--- src/sv/serial_relay_switch_controller_unit_defines.svh ---
// Assertion macros shared by the relay switch controller RTL.
`ifndef SERIAL_RELAY_SWITCH_CONTROLLER_UNIT_DEFINES_SVH
`define SERIAL_RELAY_SWITCH_CONTROLLER_UNIT_DEFINES_SVH

// Same-cycle implication, checked while reset is released.
`define SRSC_ASSERT_NOW(label, clk, rst_n, ante, cons) \
    label: assert property (@(posedge clk) disable iff (!rst_n) (ante) |-> (cons)) \
        else $error("srsc: same-cycle check failed");

// Next-cycle implication, checked while reset is released.
`define SRSC_ASSERT_NEXT(label, clk, rst_n, ante, cons) \
    label: assert property (@(posedge clk) disable iff (!rst_n) (ante) |=> (cons)) \
        else $error("srsc: next-cycle check failed");

`endif

--- src/sv/srsc_pkg.sv ---
// Types and constants of the relay switch controller.
package srsc_pkg;

    localparam int FRAME_BYTES  = 16;
    localparam int LOCK_ENTRIES = 14;
    localparam int SWITCH_COUNT = 8;

    localparam int BYTE_W     = 8;
    localparam int RELAY_W    = 8;
    localparam int MSG_LEN    = 4;
    localparam int POS_W      = $clog2(FRAME_BYTES);
    localparam int MSG_IDX_W  = $clog2(MSG_LEN);
    localparam int RELAY_IDX_W = $clog2(RELAY_W);
    localparam int SW_IDX_W   = (SWITCH_COUNT > 1) ? $clog2(SWITCH_COUNT) : 1;
    localparam int NUM_W      = 7;

    // Command codes of an input item.
    localparam logic CMD_BYTE   = 1'b0;
    localparam logic CMD_SAMPLE = 1'b1;

    // Frame byte positions.
    localparam int FR_START0 = 0;
    localparam int FR_START1 = 1;
    localparam int FR_MSB    = 2;
    localparam int FR_LSB    = 3;
    localparam int FR_STATE  = 4;
    localparam int FR_LOCK   = 7;
    localparam int FR_FINAL  = 8;
    localparam int FR_END0   = 14;

    // ASCII characters used in frames and messages.
    localparam logic [BYTE_W-1:0] CH_PCT  = 8'h25;
    localparam logic [BYTE_W-1:0] CH_AT   = 8'h40;
    localparam logic [BYTE_W-1:0] CH_ZERO = 8'h30;
    localparam logic [BYTE_W-1:0] CH_ONE  = 8'h31;
    localparam logic [BYTE_W-1:0] CH_NINE = 8'h39;
    localparam logic [BYTE_W-1:0] CH_E    = 8'h45;
    localparam logic [BYTE_W-1:0] CH_R    = 8'h52;
    localparam logic [BYTE_W-1:0] CH_X    = 8'h58;
    localparam logic [BYTE_W-1:0] CH_L    = 8'h4C;
    localparam logic [BYTE_W-1:0] CH_S    = 8'h53;
    localparam logic [BYTE_W-1:0] CH_G    = 8'h47;

    typedef struct packed {
        logic              command;
        logic [BYTE_W-1:0] rx_byte;
        logic [BYTE_W-1:0] switch_levels;
    } t_item;

    // One finished message: either four bytes to send or a single silent result.
    typedef struct packed {
        logic                          has_tx;
        logic [MSG_LEN-1:0][BYTE_W-1:0] bytes;
        logic [RELAY_W-1:0]            relay;
    } t_msg;

endpackage

--- src/sv/srsc_channels.sv ---
// Handshake channel interfaces for input items and result items.
interface srsc_in_if;
    import srsc_pkg::*;
    logic              valid;
    logic              ready;
    logic              command;
    logic [BYTE_W-1:0] rx_byte;
    logic [BYTE_W-1:0] switch_levels;
    modport source (output valid, command, rx_byte, switch_levels, input ready);
    modport sink   (input valid, command, rx_byte, switch_levels, output ready);
endinterface

interface srsc_out_if;
    import srsc_pkg::*;
    logic               valid;
    logic               ready;
    logic               tx_valid;
    logic [BYTE_W-1:0]  tx_byte;
    logic               last;
    logic [RELAY_W-1:0] relay_bits;
    modport source (output valid, tx_valid, tx_byte, last, relay_bits, input ready);
    modport sink   (input valid, tx_valid, tx_byte, last, relay_bits, output ready);
endinterface

--- src/sv/srsc_in_stage.sv ---
// Input register that holds one accepted item until the core takes it.
module srsc_in_stage (
    input  logic           i_clk,
    input  logic           i_rst_n,
    srsc_in_if.sink        i_rx_if,
    input  logic           i_take,
    output logic           o_valid,
    output srsc_pkg::t_item o_item
);
    import srsc_pkg::*;

    logic  r_valid;
    t_item r_item;
    logic  w_accept;

    assign i_rx_if.ready = !r_valid || i_take;
    assign w_accept      = i_rx_if.valid && i_rx_if.ready;
    assign o_valid       = r_valid;
    assign o_item        = r_item;

    always_ff @(posedge i_clk) begin
        if (!i_rst_n) begin
            r_valid <= 1'b0;
        end else if (w_accept) begin
            r_valid <= 1'b1;
        end else if (i_take) begin
            r_valid <= 1'b0;
        end
    end

    always_ff @(posedge i_clk) begin
        if (w_accept) begin
            r_item.command       <= i_rx_if.command;
            r_item.rx_byte       <= i_rx_if.rx_byte;
            r_item.switch_levels <= i_rx_if.switch_levels;
        end
    end

endmodule

--- src/sv/srsc_core.sv ---
// Controller state and the single-pass decision logic for frames and switch samples.
module srsc_core (
    input  logic            i_clk,
    input  logic            i_rst_n,
    input  logic            i_valid,
    input  srsc_pkg::t_item i_item,
    input  logic            i_res_free,
    output logic            o_take,
    output srsc_pkg::t_msg  o_msg
);
    import srsc_pkg::*;

    logic [BYTE_W-1:0]       r_frame [FRAME_BYTES];
    logic [POS_W-1:0]        r_pos;
    logic [LOCK_ENTRIES-1:0] r_lock;
    logic [SWITCH_COUNT-1:0] r_tracked;
    logic [RELAY_W-1:0]      r_relay;

    logic [POS_W-1:0]        n_pos;
    logic [LOCK_ENTRIES-1:0] n_lock;
    logic [SWITCH_COUNT-1:0] n_tracked;
    logic [RELAY_W-1:0]      n_relay;

    logic [BYTE_W-1:0]       w_msb;
    logic [BYTE_W-1:0]       w_lsb;
    logic [BYTE_W-1:0]       w_state;
    logic                    w_frame_ok;
    logic                    w_digits_ok;
    logic [NUM_W-1:0]        w_num;
    logic [NUM_W-1:0]        w_num_m1;
    logic                    w_num_ok;
    logic [SWITCH_COUNT-1:0] w_hit;
    logic                    w_found;
    logic [SW_IDX_W-1:0]     w_sel;
    logic                    w_level;

    assign o_take = i_valid && i_res_free;

    // Frame fields; the final byte of the frame is the one arriving now.
    assign w_msb   = r_frame[FR_MSB];
    assign w_lsb   = r_frame[FR_LSB];
    assign w_state = r_frame[FR_STATE];
    assign w_frame_ok = (r_frame[FR_START0] == CH_PCT) && (r_frame[FR_START1] == CH_PCT) &&
                        (r_frame[FR_END0] == CH_AT) && (i_item.rx_byte == CH_AT);
    assign w_digits_ok = (w_msb >= CH_ZERO) && (w_msb <= CH_NINE) &&
                         (w_lsb >= CH_ZERO) && (w_lsb <= CH_NINE);
    // Ten times the high digit plus the low digit, as shifts and adds.
    assign w_num = NUM_W'({w_msb[3:0], 3'b000}) + NUM_W'({w_msb[3:0], 1'b0}) +
                   NUM_W'(w_lsb[3:0]);
    assign w_num_m1 = w_num - NUM_W'(1);
    assign w_num_ok = w_digits_ok && (w_num != '0) && (w_num < NUM_W'(LOCK_ENTRIES));

    // Lowest unlocked switch whose level matches its tracked bit.
    always_comb begin
        w_hit = '0;
        w_sel = '0;
        for (int k = 0; k < SWITCH_COUNT; k++) begin
            w_hit[k] = !r_lock[k + 1] && (i_item.switch_levels[k] == r_tracked[k]);
        end
        for (int k = SWITCH_COUNT - 1; k >= 0; k--) begin
            if (w_hit[k]) begin
                w_sel = SW_IDX_W'(k);
            end
        end
    end
    assign w_found = |w_hit;
    assign w_level = i_item.switch_levels[w_sel];

    always_comb begin
        n_pos        = r_pos;
        n_lock       = r_lock;
        n_tracked    = r_tracked;
        n_relay      = r_relay;
        o_msg.has_tx = 1'b0;
        o_msg.bytes  = '0;
        if (i_item.command == CMD_SAMPLE) begin
            if (w_found) begin
                n_relay[RELAY_IDX_W'(w_sel)] = !w_level;
                n_tracked[w_sel]             = !w_level;
                o_msg.has_tx = 1'b1;
                o_msg.bytes  = {CH_ZERO + BYTE_W'(w_sel) + BYTE_W'(1), CH_ZERO,
                                (w_level ? CH_ZERO : CH_ONE), CH_R};
            end
        end else begin
            if ((r_pos == '0) && (i_item.rx_byte != CH_PCT)) begin
                o_msg.has_tx = 1'b1;
                o_msg.bytes  = {CH_X, CH_R, CH_R, CH_E};
            end else if (r_pos == POS_W'(FRAME_BYTES - 1)) begin
                n_pos = '0;
                if (!w_frame_ok) begin
                    o_msg.has_tx = 1'b1;
                    o_msg.bytes  = {CH_S, CH_L, CH_R, CH_E};
                end else if (w_num_ok) begin
                    n_lock[w_num[$clog2(LOCK_ENTRIES)-1:0]] = (r_frame[FR_LOCK] != CH_ZERO);
                    if (w_num <= NUM_W'(SWITCH_COUNT)) begin
                        n_relay[w_num_m1[RELAY_IDX_W-1:0]] = w_state[0];
                    end
                    if (r_frame[FR_FINAL] == CH_ONE) begin
                        o_msg.has_tx = 1'b1;
                        o_msg.bytes  = {w_lsb, w_msb, w_state, CH_G};
                    end
                end
            end else begin
                n_pos = r_pos + POS_W'(1);
            end
        end
        o_msg.relay = n_relay;
    end

    always_ff @(posedge i_clk) begin
        if (!i_rst_n) begin
            r_pos     <= '0;
            r_lock    <= '0;
            r_tracked <= '1;
            r_relay   <= '0;
        end else if (o_take) begin
            r_pos     <= n_pos;
            r_lock    <= n_lock;
            r_tracked <= n_tracked;
            r_relay   <= n_relay;
        end
    end

    always_ff @(posedge i_clk) begin
        if (o_take && (i_item.command == CMD_BYTE)) begin
            r_frame[r_pos] <= i_item.rx_byte;
        end
    end

endmodule

--- src/sv/srsc_tx_serializer.sv ---
// Result register that sends a finished message one byte per item.
module srsc_tx_serializer (
    input  logic           i_clk,
    input  logic           i_rst_n,
    input  logic           i_load,
    input  srsc_pkg::t_msg i_msg,
    output logic           o_free,
    srsc_out_if.source     o_tx_if
);
    import srsc_pkg::*;

    logic                 r_valid;
    logic [MSG_IDX_W-1:0] r_idx;
    t_msg                 r_msg;
    logic                 w_last;
    logic                 w_fire;

    assign w_last = !r_msg.has_tx || (r_idx == MSG_IDX_W'(MSG_LEN - 1));
    assign w_fire = o_tx_if.valid && o_tx_if.ready;
    assign o_free = !r_valid || (w_fire && w_last);

    assign o_tx_if.valid      = r_valid;
    assign o_tx_if.tx_valid   = r_msg.has_tx;
    assign o_tx_if.tx_byte    = r_msg.has_tx ? r_msg.bytes[r_idx] : '0;
    assign o_tx_if.last       = w_last;
    assign o_tx_if.relay_bits = r_msg.relay;

    always_ff @(posedge i_clk) begin
        if (!i_rst_n) begin
            r_valid <= 1'b0;
            r_idx   <= '0;
        end else if (i_load) begin
            r_valid <= 1'b1;
            r_idx   <= '0;
        end else if (w_fire && w_last) begin
            r_valid <= 1'b0;
        end else if (w_fire) begin
            r_idx <= r_idx + MSG_IDX_W'(1);
        end
    end

    always_ff @(posedge i_clk) begin
        if (i_load) begin
            r_msg <= i_msg;
        end
    end

endmodule

--- src/sv/serial_relay_switch_controller_unit.sv ---
// Top level of the serial relay switch controller.
//
//  Channel   Dir  Port      Payload
//  --------  ---  --------  -----------------------------------------------
//  request   in   i_rx_if   command, rx_byte, switch_levels
//  result    out  o_tx_if   tx_valid, tx_byte, last, relay_bits
//
// An item waits in the input register until the core takes it; one core pass then loads its
// message into the result register, which sends it as one to four result items, one per
// cycle while the result port is ready.
// Reset is synchronous and active low: it clears the frame position, the lock bits and the
// relay drive and sets the tracked levels to all released. A stalled result port holds the
// current message, and the input register keeps taking one more item while a message waits.
`include "serial_relay_switch_controller_unit_defines.svh"

module serial_relay_switch_controller_unit (
    input  logic       i_clk,
    input  logic       i_rst_n,
    srsc_in_if.sink    i_rx_if,
    srsc_out_if.source o_tx_if
);
    import srsc_pkg::*;

    // Item held between the input register and the core.
    logic  w_item_valid;
    t_item w_item;
    // The core takes an item only when the result register is free or drains
    // its last result item in the same cycle.
    logic  w_take;
    logic  w_res_free;
    t_msg  w_msg;

    srsc_in_stage u_in_stage (
        .i_clk   (i_clk),
        .i_rst_n (i_rst_n),
        .i_rx_if (i_rx_if),
        .i_take  (w_take),
        .o_valid (w_item_valid),
        .o_item  (w_item)
    );

    // The core keeps the frame bytes, lock bits, tracked levels and relay
    // drive, and decides the whole message of an item in one pass.
    srsc_core u_core (
        .i_clk      (i_clk),
        .i_rst_n    (i_rst_n),
        .i_valid    (w_item_valid),
        .i_item     (w_item),
        .i_res_free (w_res_free),
        .o_take     (w_take),
        .o_msg      (w_msg)
    );

    srsc_tx_serializer u_tx (
        .i_clk   (i_clk),
        .i_rst_n (i_rst_n),
        .i_load  (w_take),
        .i_msg   (w_msg),
        .o_free  (w_res_free),
        .o_tx_if (o_tx_if)
    );

    // A message taken by the core shows up on the result port next cycle.
    `SRSC_ASSERT_NEXT(a_take_shows, i_clk, i_rst_n, w_take, o_tx_if.valid)
    // A message that is not finished keeps the result port busy.
    `SRSC_ASSERT_NEXT(a_msg_continues, i_clk, i_rst_n,
        o_tx_if.valid && o_tx_if.ready && !o_tx_if.last, o_tx_if.valid && o_tx_if.tx_valid)
    // An item that sends nothing produces exactly one result item.
    `SRSC_ASSERT_NOW(a_silent_single, i_clk, i_rst_n,
        o_tx_if.valid && !o_tx_if.tx_valid, o_tx_if.last && (o_tx_if.tx_byte == '0))

endmodule

--- src/flat_wrapper.sv ---
// flat-port wrapper written by rule: the top's interface ports become plain ports
module serial_relay_switch_controller_unit_flat import srsc_pkg::*;
  (i_clk, i_rst_n, i_rx_if_valid, i_rx_if_command, i_rx_if_rx_byte, i_rx_if_switch_levels, i_rx_if_ready, o_tx_if_valid, o_tx_if_tx_valid, o_tx_if_tx_byte, o_tx_if_last, o_tx_if_relay_bits, o_tx_if_ready);
  srsc_in_if i_rx_if_i ();
  srsc_out_if o_tx_if_i ();
  input  logic i_clk;
  input  logic i_rst_n;
  input wire logic [$bits(i_rx_if_i.valid)-1:0] i_rx_if_valid;
  input wire logic [$bits(i_rx_if_i.command)-1:0] i_rx_if_command;
  input wire logic [$bits(i_rx_if_i.rx_byte)-1:0] i_rx_if_rx_byte;
  input wire logic [$bits(i_rx_if_i.switch_levels)-1:0] i_rx_if_switch_levels;
  output wire logic [$bits(i_rx_if_i.ready)-1:0] i_rx_if_ready;
  output wire logic [$bits(o_tx_if_i.valid)-1:0] o_tx_if_valid;
  output wire logic [$bits(o_tx_if_i.tx_valid)-1:0] o_tx_if_tx_valid;
  output wire logic [$bits(o_tx_if_i.tx_byte)-1:0] o_tx_if_tx_byte;
  output wire logic [$bits(o_tx_if_i.last)-1:0] o_tx_if_last;
  output wire logic [$bits(o_tx_if_i.relay_bits)-1:0] o_tx_if_relay_bits;
  input wire logic [$bits(o_tx_if_i.ready)-1:0] o_tx_if_ready;
  assign i_rx_if_i.valid = i_rx_if_valid;
  assign i_rx_if_i.command = i_rx_if_command;
  assign i_rx_if_i.rx_byte = i_rx_if_rx_byte;
  assign i_rx_if_i.switch_levels = i_rx_if_switch_levels;
  assign i_rx_if_ready = i_rx_if_i.ready;
  assign o_tx_if_valid = o_tx_if_i.valid;
  assign o_tx_if_tx_valid = o_tx_if_i.tx_valid;
  assign o_tx_if_tx_byte = o_tx_if_i.tx_byte;
  assign o_tx_if_last = o_tx_if_i.last;
  assign o_tx_if_relay_bits = o_tx_if_i.relay_bits;
  assign o_tx_if_i.ready = o_tx_if_ready;
  serial_relay_switch_controller_unit u_core (.i_clk(i_clk), .i_rst_n(i_rst_n), .i_rx_if(i_rx_if_i), .o_tx_if(o_tx_if_i));
endmodule
--- config.mk ---
export PLATFORM = sky130hd
export DESIGN_NAME = serial_relay_switch_controller_unit_flat
export DESIGN_NICKNAME = d
export VERILOG_FILES = /design/src/sv/srsc_pkg.sv /design/src/sv/srsc_channels.sv /design/src/sv/srsc_in_stage.sv /design/src/sv/srsc_core.sv /design/src/sv/srsc_tx_serializer.sv /design/src/sv/serial_relay_switch_controller_unit.sv /design/src/flat_wrapper.sv
export VERILOG_INCLUDE_DIRS = /design/src /design/src/sv
export SDC_FILE = /design/constraint.sdc
export NUM_CORES = 1
export LEC_CHECK = 0
export BUFFER_PORTS_ARGS = -buffer_cell sky130_fd_sc_hd__clkbuf_2
export CELL_PAD_IN_SITES_DETAIL_PLACEMENT = 1
export CELL_PAD_IN_SITES_GLOBAL_PLACEMENT = 1
export CORE_ASPECT_RATIO = 1.5
export CORE_MARGIN = 2
export CORE_UTILIZATION = 40
export CTS_CLUSTER_DIAMETER = 150
export CTS_CLUSTER_SIZE = 14
export DETAILED_ROUTE_END_ITERATION = 7
export PLACE_DENSITY = 0.76
export SLEW_MARGIN = 5
export SYNTH_ARGS = -nofsm -noshare
export SYNTH_HDL_FRONTEND = slang
export SYNTH_SLANG_ARGS = --single-unit
export TNS_END_PERCENT = 20
--- constraint.sdc ---
create_clock -name i_clk -period 6 [get_ports i_clk]
set_clock_uncertainty 0.15 [all_clocks]
set_input_delay 0.6 -clock i_clk [delete_from_list [all_inputs] [get_ports i_clk]]
set_output_delay 0.6 -clock i_clk [all_outputs]
set_load 0.1 [all_outputs]
After elaboration in Yosys (flattened, before gate mapping)
Memories as Yosys holds them, arrays and structs flattened.
Cells that the tools add are included.

storage, ports and cells
  register bits after elaboration = 96
  latch bits = 0
  RAM bits = 128
  memory bits (read-only) = 0
  output and inout bits = 20
  memories = 1

memories
  memory                 depth  width  rd ports  clocked after memory_dff  write ports  line             RTL
  u_core.u_core.r_frame  16     8      8         0                         1            srsc_core.sv:13  logic [BYTE_W-1:0] r_frame [FRAME_BYTES];

operators by class
  add/sub/neg operators = 7
  $mul = 0
  divide/modulo/power cells = 0
  magnitude comparators = 13
  eq/ne operators = 17
  shift-type cells = 0
  muxes and demuxes = 45
  bitwise logic cells = 4
  reductions and logical operators = 50

operators by type and width
  operator                                                                             number
  33-bit two-way mux                                                                   7
  8-bit two-way mux                                                                    9
  1-bit logical AND                                                                    25
  8-bit bitwise mux                                                                    3
  8-bit by 6-bit == test with 1-bit output, second input constant                      3
  3-bit two-way mux                                                                    8
  8-bit binary-select mux with 2-bit select                                            1
  8-bit by 7-bit == test with 1-bit output, second input constant                      2
  8-bit by 6-bit greater-or-equal comparator with 1-bit output, second input constant  2
  8-bit by 6-bit <= comparator with 1-bit output, second input constant                2
  8-bit by 6-bit inequality test with 1-bit output, second input constant              2
  14-bit bitwise mux                                                                   1
  1-bit logical NOT                                                                    12
  1-bit two-way mux                                                                    11
  7-bit by 1-bit adder with 8-bit output, second input constant                        1
  1-bit == test                                                                        8
  3-bit by 4-bit less-than comparator with 1-bit output, second input constant         2
  8-bit OR reduction                                                                   1
  6-bit by 3-bit adder with 7-bit output, first input constant                         1
  7-bit by 4-bit adder with 7-bit output                                               1
  7-bit by 5-bit adder with 7-bit output                                               1
  7-bit by 4-bit <= comparator with 1-bit output, second input constant                1
  7-bit by 4-bit less-than comparator with 1-bit output, second input constant         1
  7-bit nonzero test                                                                   1
  21 further kinds                                                                     30

Logic depth before layout (Yosys ltp)
Gate-level depths: netlist of run 1.

  word-level depth = 17
  gate-level depth with buffers = 10
  gate-level depth less buffers = 10

By module
From an unflattened synthesis of run 1, not the netlist that was laid out.

unflattened totals
  cells, all modules = 612
  area total of the unflattened synthesis = 7432.1 um^2

by module, submodules not included
  module              instances  cells each  area an instance (um^2)  seq. area each (um^2)
  srsc_core           1          496         5161.2                   2482.4
  srsc_tx_serializer  1          94          1702.9                   1291.2
  srsc_in_stage       1          22          568.0                    530.5

Least setup slack after synthesis of run 1
Ideal clock, no wire load.

  path kind = reg-to-reg
  start point = register u_core.u_tx.r_msg[14] (netlist name)
  end point = memory u_core.u_core.r_frame[14][0], enable pin
  library setup time = 0.383 ns
  arrival = 3.714 ns
  required time = 5.467 ns
  slack = 1.753 ns
  cell stages (with the launch flop) = 7
  path buffers = 0
  path through = edfxtp_1 -> nand2b_1 -> a21boi_1 -> nand2b_1 -> inv_2 -> nand2_1 -> nor3_1

RTL lines
  what              line
  end: declaration  srsc_core.sv:13

Worst setup path in the final report of run 1
  start point = register u_core.u_tx.r_idx[0]
  end point = memory u_core.u_core.r_frame[8][4], enable pin

between the ends
  cells in the longest elaborated chain, start to end = 8

RTL lines
  what                                     line                      RTL
  start: declaration                       srsc_tx_serializer.sv:13  logic [MSG_IDX_W-1:0] r_idx;
  start signal: assignment                 srsc_tx_serializer.sv:38  r_idx <= r_idx + MSG_IDX_W'(1);
  2-bit == test                            srsc_tx_serializer.sv:18  assign w_last = !r_msg.has_tx || (r_idx == MSG_IDX_W'(MSG_LEN - 1));
  1-bit logical OR                         srsc_tx_serializer.sv:18
  1-bit logical AND                        srsc_tx_serializer.sv:20  assign o_free = !r_valid || (w_fire && w_last);
  1-bit logical OR                         srsc_tx_serializer.sv:20
  1-bit logical AND                        srsc_core.sv:37           assign o_take = i_valid && i_res_free;
  net u_core.u_core.o_take                 srsc_core.sv:8            output logic o_take,
  1-bit logical AND                        srsc_core.sv:125          if (o_take && (i_item.command == CMD_BYTE)) begin
  1-bit two-way mux                        srsc_core.sv:125
  1-bit two-way mux (implied by the code)  srsc_core.sv:126          r_frame[r_pos] <= i_item.rx_byte;

The timed path passes the listed nets, and every way through them passes these cells.

==> flow_summary.rst, run 1 <==
.. list-table::
   :header-rows: 1

   * - Metric
     - Value
   * - Outcome
     - finished, final reports clean
   * - Core footprint
     - 0.0173 mm2
   * - Yosys reg bits
     - 149
   * - Setup slack after layout
     - 2.08 ns
   * - Die Footprint
     - 0.0188 mm2
   * - Clock-pin slew reported for the worst setup and hold paths after clock tree synthesis
     - 0.07 ns
   * - Port-buffer cells
     - 40
   * - Detailed-router iteration count before antenna repair
     - 4
   * - Starting DRT DRC Count
     - 245
   * - Number of top-level design ports
     - 41
   * - Starting Density
     - 0.408
   * - Number of hold-slack violations in the final timing report
     - 0
   * - Clock H-tree levels
     - 4
   * - Share of power burned in the clock network
     - 0.448
   * - Antenna violations before repair
     - 0
   * - Post-synthesis sequential area ratio
     - 0.586
   * - Element type at the critical path start
     - register
   * - Fraction of layout instances using a drive strength above 1
     - 0.180
   * - CP Class
     - register to register
   * - Chip height
     - 167 um
   * - Cell area after technology mapping
     - 0.00708 mm2
   * - Ys async rst share
     - 0
   * - Via count of the first global-routing pass
     - 4993
   * - Share of the synthesized area in the top cell type
     - 0.496
   * - Via count
     - 4745
   * - Clock tree from TritonCTS
     - yes
   * - Peak supply drop
     - 0.182 mV
   * - Remaining Overflow, GRT
     - 0
   * - Post-cts gate resize count
     - 0
   * - Diodes inserted
     - 0
   * - Clock insertion delay at the later pin of the skew report
     - 0.43 ns
   * - Number of nets still failing antenna checks after routing
     - 0
   * - Total placed instance area
     - 0.00739 mm2
   * - Cells after Synth
     - 570
   * - Post-place setup slack
     - 2.08 ns
   * - Post-synth EDFFs
     - 117
   * - Max Cap Violations
     - 0
   * - Number of buffers between clock root and the deepest sink
     - 2
   * - Number of nets in the finished design
     - 644
   * - CP endpoint kind
     - register
   * - Routability-driven placement congestion ratio
     - 0.881
   * - Worst Path Arrival
     - 3.82 ns
   * - Detailed-route wire length per cell
     - 21.0 um
   * - Mean cell area of the mapped netlist
     - 12.4 um2
   * - Largest fanout on the critical path
     - 43
   * - DP HPWL
     - 12400 um
   * - Worst-Margin Slew
     - 1.04 ns
   * - Vias per Instance
     - 5.72
   * - Accumulated negative setup slack
     - 0 ns
   * - Cell accounting for the most synthesized area
     - sky130_fd_sc_hd__edfxtp_1
   * - Data required time of the worst path
     - 5.90 ns
   * - Area Overhead vs Synth
     - 12.6%
   * - Die W
     - 113 um
   * - Maximum number of pins on one net before global-route repair
     - 44
   * - Sequential power share
     - 0.488
   * - Logic gate share of total power
     - 0.063
   * - Power Density
     - 298 mW/mm2
   * - Yosys synthesis warning count
     - 0
   * - Final setup violation count
     - 0
   * - Int Pwr
     - 1.80 mW
   * - Remaining routing DRC violations
     - 0
   * - Final hold slack
     - 0.189 ns
   * - Leading cell type in the layout, fill and taps excluded
     - sky130_fd_sc_hd__edfxtp_1
   * - Gr usage total
     - 0.191
   * - Net switching component of the power
     - 0.581 mW
   * - Clock sink count
     - 149
   * - Leakage power
     - 2.91 nW
   * - Root buffer cell
     - sky130_fd_sc_hd__clkbuf_16
   * - Cell area after layout
     - 0.00798 mm2
   * - Proportion of total power due to net switching
     - 0.244
   * - Worst slew margin
     - 0.310
   * - Post-CTS setup-driven buffer insertion count
     - 0
   * - Setup repair after global routing missed its margin
     - no
   * - Unique cell type count in the Yosys netlist
     - 82
   * - Final wirelength
     - 17400 um
   * - First-pass GRT wire length
     - 27500 um
   * - Share of the clock period used by the worst path
     - 0.654
   * - Top FF cell, synth
     - sky130_fd_sc_hd__edfxtp_1
   * - Num CTS Buffers
     - 17
   * - Row Count
     - 59
   * - Top achievable clock speed
     - 0.255 GHz
   * - Final period demand of the worst path
     - 3.92 ns
   * - Top area cells in the synthesized netlist
     - sky130_fd_sc_hd__edfxtp_1 50%, sky130_fd_sc_hd__dfxtp_1 9.0%, sky130_fd_sc_hd__ha_1 3.0%
   * - Hold Crit Class
     - input port to register
   * - Highest-count cells in the layout ignoring fill and taps
     - 117 x sky130_fd_sc_hd__edfxtp_1, 44 x sky130_fd_sc_hd__nor2_1, 42 x sky130_fd_sc_hd__nand2_1, 40 x sky130_fd_sc_hd__clkbuf_2, 32 x sky130_fd_sc_hd__dfxtp_1
   * - Number of pins with negative max-slew slack in the final report
     - 0
   * - Post-cts hold buffer count
     - 0
power groups by stage:
stage          sequential, mW  clock [mW]  combinational, mW
2_1_floorplan            1.18           0              0.114
3_3_place_gp             1.18           0              0.146
3_5_place_dp             1.18           0              0.150
4_1_cts                  1.16        1.08              0.151
5_1_grt                  1.16        1.13              0.161
6_report                 1.16        1.07              0.151
critical path, cell delays in order (launching register included):
cell,delay (ns)
sky130_fd_sc_hd__dfxtp_1,0.67
sky130_fd_sc_hd__ha_1,0.25
sky130_fd_sc_hd__nand2b_1,0.12
sky130_fd_sc_hd__a21boi_1,0.14
sky130_fd_sc_hd__nand2b_1,0.26
sky130_fd_sc_hd__inv_2,0.69
sky130_fd_sc_hd__nand2_1,0.39
sky130_fd_sc_hd__nor3_1,0.86
flip-flops by register name, indices dropped and copies added (netlist names):
| name | cells |
|---|---|
| u_core.u_in_stage.o_valid | 1 |
| u_core.u_tx.o_tx_if.relay_bits | 8 |
| u_core.u_in_stage.o_item | 17 |
| u_core.u_core.r_tracked | 8 |
| u_core.u_tx.o_tx_if.valid | 1 |
| u_core.u_tx.r_idx | 2 |
| u_core.u_core.r_pos | 4 |
| u_core.u_core.r_frame | 64 |
| u_core.u_core.r_lock | 8 |
| u_core.u_core.r_relay | 8 |
| u_core.u_tx.r_msg | 28 |
path summary, 6_finish.rpt:
kind,from,endpoint,cells past startpoint,slack (ns)
setup / recovery,u_core.u_tx.r_idx[0],u_core.u_core.r_frame[8][4],7,2.08
hold / removal,i_rx_if_rx_byte[2],u_core.u_in_stage.o_item[10],1,0.19
setup reg to reg,u_core.u_tx.r_idx[0],u_core.u_core.r_frame[8][4],7,2.08
hold reg to reg,u_core.u_core.r_lock[5],u_core.u_core.r_lock[5],2,0.32
Yosys cell counts, drive strengths merged, types with 3 or more instances:
cell type    n
a211oi       8
a21o         5
a21oi       18
a221oi       3
a22oi        4
and2        10
and3        14
and4b        3
buf         15
clkbuf      13
dfxtp       32
edfxtp     117
ha          17
inv         16
mux2         6
mux2i       16
mux4         4
nand2       42
nand2b       8
nand3       23
nand3b       6
nand4        8
nand4b       4
nor2        44
nor2b        6
nor3        15
nor3b        4
nor4        15
nor4b        6
o211ai       3
o21ai       15
o221ai       3
o22ai        5
o31ai        4
or2          7
or4          3
xnor2        3
xor2        11
through the flow:
stage	power, mW	util	instances
2_1_floorplan	1.29	-	571
3_3_place_gp	1.33	0.426	798
3_5_place_dp	1.33	0.426	798
4_1_cts	2.40	0.460	829
5_1_grt	2.46	0.460	829
6_report	2.38	0.460	829
routing by layer:
layer,track usage,share of wire,vias up
met1,0.215,0.39,2370
met3,0.0335,0.028,38
met5,0,0,-
met4,0.101,0.039,0
li1,-,-,2231
met2,0.340,0.54,106
layout make-up:
type	instances	area [um2]
inverter	17	63.8
clock buffer	17	425
sequential	149	4150
tap	213	267
timing repair buffer	42	215
fill	1813	9370
multi-input combinational	377	2690
clock inverter	14	166
kinds of logic after synthesis:
logic type | synth area share
multiplexers | 0.0454
AO/OA/AOI/OAI | 0.0931
AND/OR/NAND/NOR | 0.187
buffers and inverters | 0.0348
XOR/XNOR | 0.0173
adder cells (fa/ha/maj) | 0.0357
other | 0.000529
flip-flops | 0.586
Note: power is estimated with default switching activity, not from simulation.
==> run 2: changes to the inputs <==
--- a/config.mk
+++ b/config.mk
@@ -15,7 +15,7 @@
 export CTS_CLUSTER_DIAMETER = 150
 export CTS_CLUSTER_SIZE = 14
 export DETAILED_ROUTE_END_ITERATION = 7
-export PLACE_DENSITY = 0.76
+export PLACE_DENSITY = 0.78
 export SLEW_MARGIN = 5
 export SYNTH_ARGS = -nofsm -noshare
 export SYNTH_HDL_FRONTEND = slang
==> constraint.sdc (replaced) <==
create_clock -name i_clk -period 3.3 [get_ports i_clk]
set_clock_uncertainty 0.15 [all_clocks]
set_input_delay 0.33 -clock i_clk [delete_from_list [all_inputs] [get_ports i_clk]]
set_output_delay 0.33 -clock i_clk [all_outputs]
set_load 0.1 [all_outputs]
==> flow_summary.rst, run 2 (synthesized netlist as in run 1, its figures left out) <==
.. list-table::
   :header-rows: 1

   * - Metric
     - Value
   * - Number of buffers between clock root and the deepest sink
     - 2
   * - Worst Path Arrival
     - 3.60 ns
   * - Final wirelength
     - 19700 um
   * - Maximum number of pins on one net before global-route repair
     - 44
   * - Global routing's busiest layer
     - met2
   * - Setup slack after layout
     - -0.0858 ns
   * - Number of flip-flops in the largest register
     - 64
   * - Clock H-tree levels
     - 4
   * - Proportion of total power due to net switching
     - 0.252
   * - Remaining Overflow, GRT
     - 0
   * - First-pass GRT wire length
     - 30600 um
   * - Remaining routing DRC violations
     - 0
   * - Starting Density
     - 0.408
   * - Global-route track usage on met3
     - 0.0353
   * - Largest fanout on the critical path
     - 4
   * - Worst-Margin Slew
     - 1.04 ns
   * - Number of hold-slack violations in the final timing report
     - 0
   * - Share of the clock period used by the worst path
     - 1.03
   * - Root buffer cell
     - sky130_fd_sc_hd__clkbuf_16
   * - Number of nets still failing antenna checks after routing
     - 0
   * - Number of nets in the finished design
     - 707
   * - Power Density
     - 511 mW/mm2
   * - Violations in the final reports
     - negative setup slack
   * - Core footprint
     - 0.0173 mm2
   * - Fraction of layout instances using a drive strength above 1
     - 0.271
   * - Number of top-level design ports
     - 41
   * - Hold Crit Class
     - input port to register
   * - Top achievable clock speed
     - 0.295 GHz
   * - CP endpoint kind
     - register
   * - Final period demand of the worst path
     - 3.39 ns
   * - Diodes inserted
     - 0
   * - Clock-pin slew reported for the worst setup and hold paths after clock tree synthesis
     - 0.07 ns
   * - Final standard cell count with taps included and fillers excluded
     - 893
   * - Routability-driven placement congestion ratio
     - 0.880
   * - Chip height
     - 167 um
   * - Clock tree from TritonCTS
     - yes
   * - CP Class
     - register to register
   * - Worst slew margin
     - 0.303
   * - Vias per Instance
     - 5.80
   * - Met2 capacity usage during global routing
     - 0.381
   * - Highest-count cells in the layout ignoring fill and taps
     - 117 x sky130_fd_sc_hd__edfxtp_1, 44 x sky130_fd_sc_hd__buf_4, 41 x sky130_fd_sc_hd__nand2_1, 41 x sky130_fd_sc_hd__nor2_1, 40 x sky130_fd_sc_hd__clkbuf_2
   * - Clock sink count
     - 149
   * - Peak supply drop
     - 0.358 mV
   * - Final setup violation count
     - 8
   * - Int Pwr
     - 3.33 mW
   * - Post-layout utilization of the core
     - 0.503
   * - Via count
     - 5177
   * - Max Cap Violations
     - 0
   * - Num CTS Buffers
     - 17
   * - Leading cell type in the layout, fill and taps excluded
     - sky130_fd_sc_hd__edfxtp_1
   * - Reg with most FFs
     - u_core.u_core.r_frame
   * - Leakage power
     - 3.28 nW
   * - Setup repair after global routing missed its margin
     - yes
   * - Element type at the critical path start
     - register
   * - Gr usage total
     - 0.210
   * - Clock insertion delay at the later pin of the skew report
     - 0.44 ns
   * - Net switching component of the power
     - 1.13 mW
   * - Die W
     - 113 um
   * - Outcome
     - finished with violations
   * - Via count of the first global-routing pass
     - 5792
   * - Port-buffer cells
     - 40
   * - Die Footprint
     - 0.0188 mm2
   * - Met1 demand-to-capacity share in global routing
     - 0.225
   * - Starting DRT DRC Count
     - 222
   * - Antenna violations before repair
     - 0
   * - Detailed-route wire length per cell
     - 22.1 um
   * - Logic gate share of total power
     - 0.081
   * - Sequential power share
     - 0.471
   * - Area Overhead vs Synth
     - 23.1%
   * - Data required time of the worst path
     - 3.51 ns
   * - DP Cell Count
     - 838
   * - DP HPWL
     - 13800 um
   * - Share of power burned in the clock network
     - 0.449
   * - Number of pins with negative max-slew slack in the final report
     - 0
   * - Detailed-router iteration count before antenna repair
     - 4
   * - Row Count
     - 59
-- run 2: cell types whose count changed in the layout (fill, tap and decap cells not counted), sizes merged --
cell | previous run | this run
clkinv | 3 | 2
bufinv | 2 | 3
buf | 2 | 47
clkbuf | 57 | 58
dlygate4sd3 | 0 | 18
-- run 2: power by group through the flow --
stage	clock network, mW	registers (mW)	logic, mW
floorplan	0	2.14	0.214
global placement	0	2.14	0.320
detailed placement	0	2.14	0.330
CTS	2.02	2.10	0.350
global route	2.08	2.10	0.378
finish	2.00	2.10	0.359
-- run 2: worst paths after layout --
| kind | depth (start not counted) | end | slack, ns | start |
|---|---|---|---|---|
| setup / recovery | 9 | u_core.u_core.r_relay[2] | -0.09 | u_core.u_core.r_frame[2][2] |
| hold reg to reg | 2 | u_core.u_core.r_lock[5] | 0.33 | u_core.u_core.r_lock[5] |
| setup reg to reg | 9 | u_core.u_core.r_relay[2] | -0.09 | u_core.u_core.r_frame[2][2] |
| hold / removal | 4 | u_core.u_tx.o_tx_if.valid | 0.12 | o_tx_if_ready |
-- run 2: per-layer routing --
metal | wire length, um | vias up
li1 | - | 2359
met1 | 7300 | 2596
met2 | 10700 | 160
met3 | 714 | 62
met4 | 1010 | 0
met5 | 0 | -
-- run 2: repair_timing --
item                       4_1_cts  5_1_grt
hold endpoints to repair        18        0
setup endpoints to repair       19       39
setup buffers                    3        2
gates resized for setup          7       25
hold buffers                    18        0
pin swaps                        4       10
-- run 2: worst max-delay path, stage by stage, from the launching register on --
cell	delay [ns]
sky130_fd_sc_hd__edfxtp_1	0.42
sky130_fd_sc_hd__fa_1	0.55
sky130_fd_sc_hd__fa_2	0.60
sky130_fd_sc_hd__nor2_2	0.05
sky130_fd_sc_hd__a21oi_1	0.14
sky130_fd_sc_hd__o2111a_2	0.31
sky130_fd_sc_hd__nand4b_4	0.14
sky130_fd_sc_hd__or4_4	0.50
sky130_fd_sc_hd__mux2_4	0.32
sky130_fd_sc_hd__o22ai_2	0.13
-- run 2: layout make-up --
cell class / count / area [um2]
Clock buffer: 18 / 429
Sequential cell: 149 / 4150
Clock inverter: 14 / 179
Inverter: 17 / 90.1
Fill cell: 1754 / 8630
Tap cell: 213 / 267
Multi-Input combinational cell: 377 / 2850
Timing Repair Buffer: 105 / 753
-- run 2: metrics by stage --
step,setup WS (ns),instance area (um2),hold WS (ns),setup TNS [ns],power [mW]
CTS,-0.0370,8590,0.119,-0.163,4.47
finish,-0.0858,8720,0.120,-0.263,4.46
detailed placement,-0.0852,7750,0.319,-0.372,2.47
floorplan,0.0286,7140,0.279,0,2.35
global route,-0.186,8720,0.143,-1.97,4.57
global placement,0.0197,7750,0.306,0,2.46
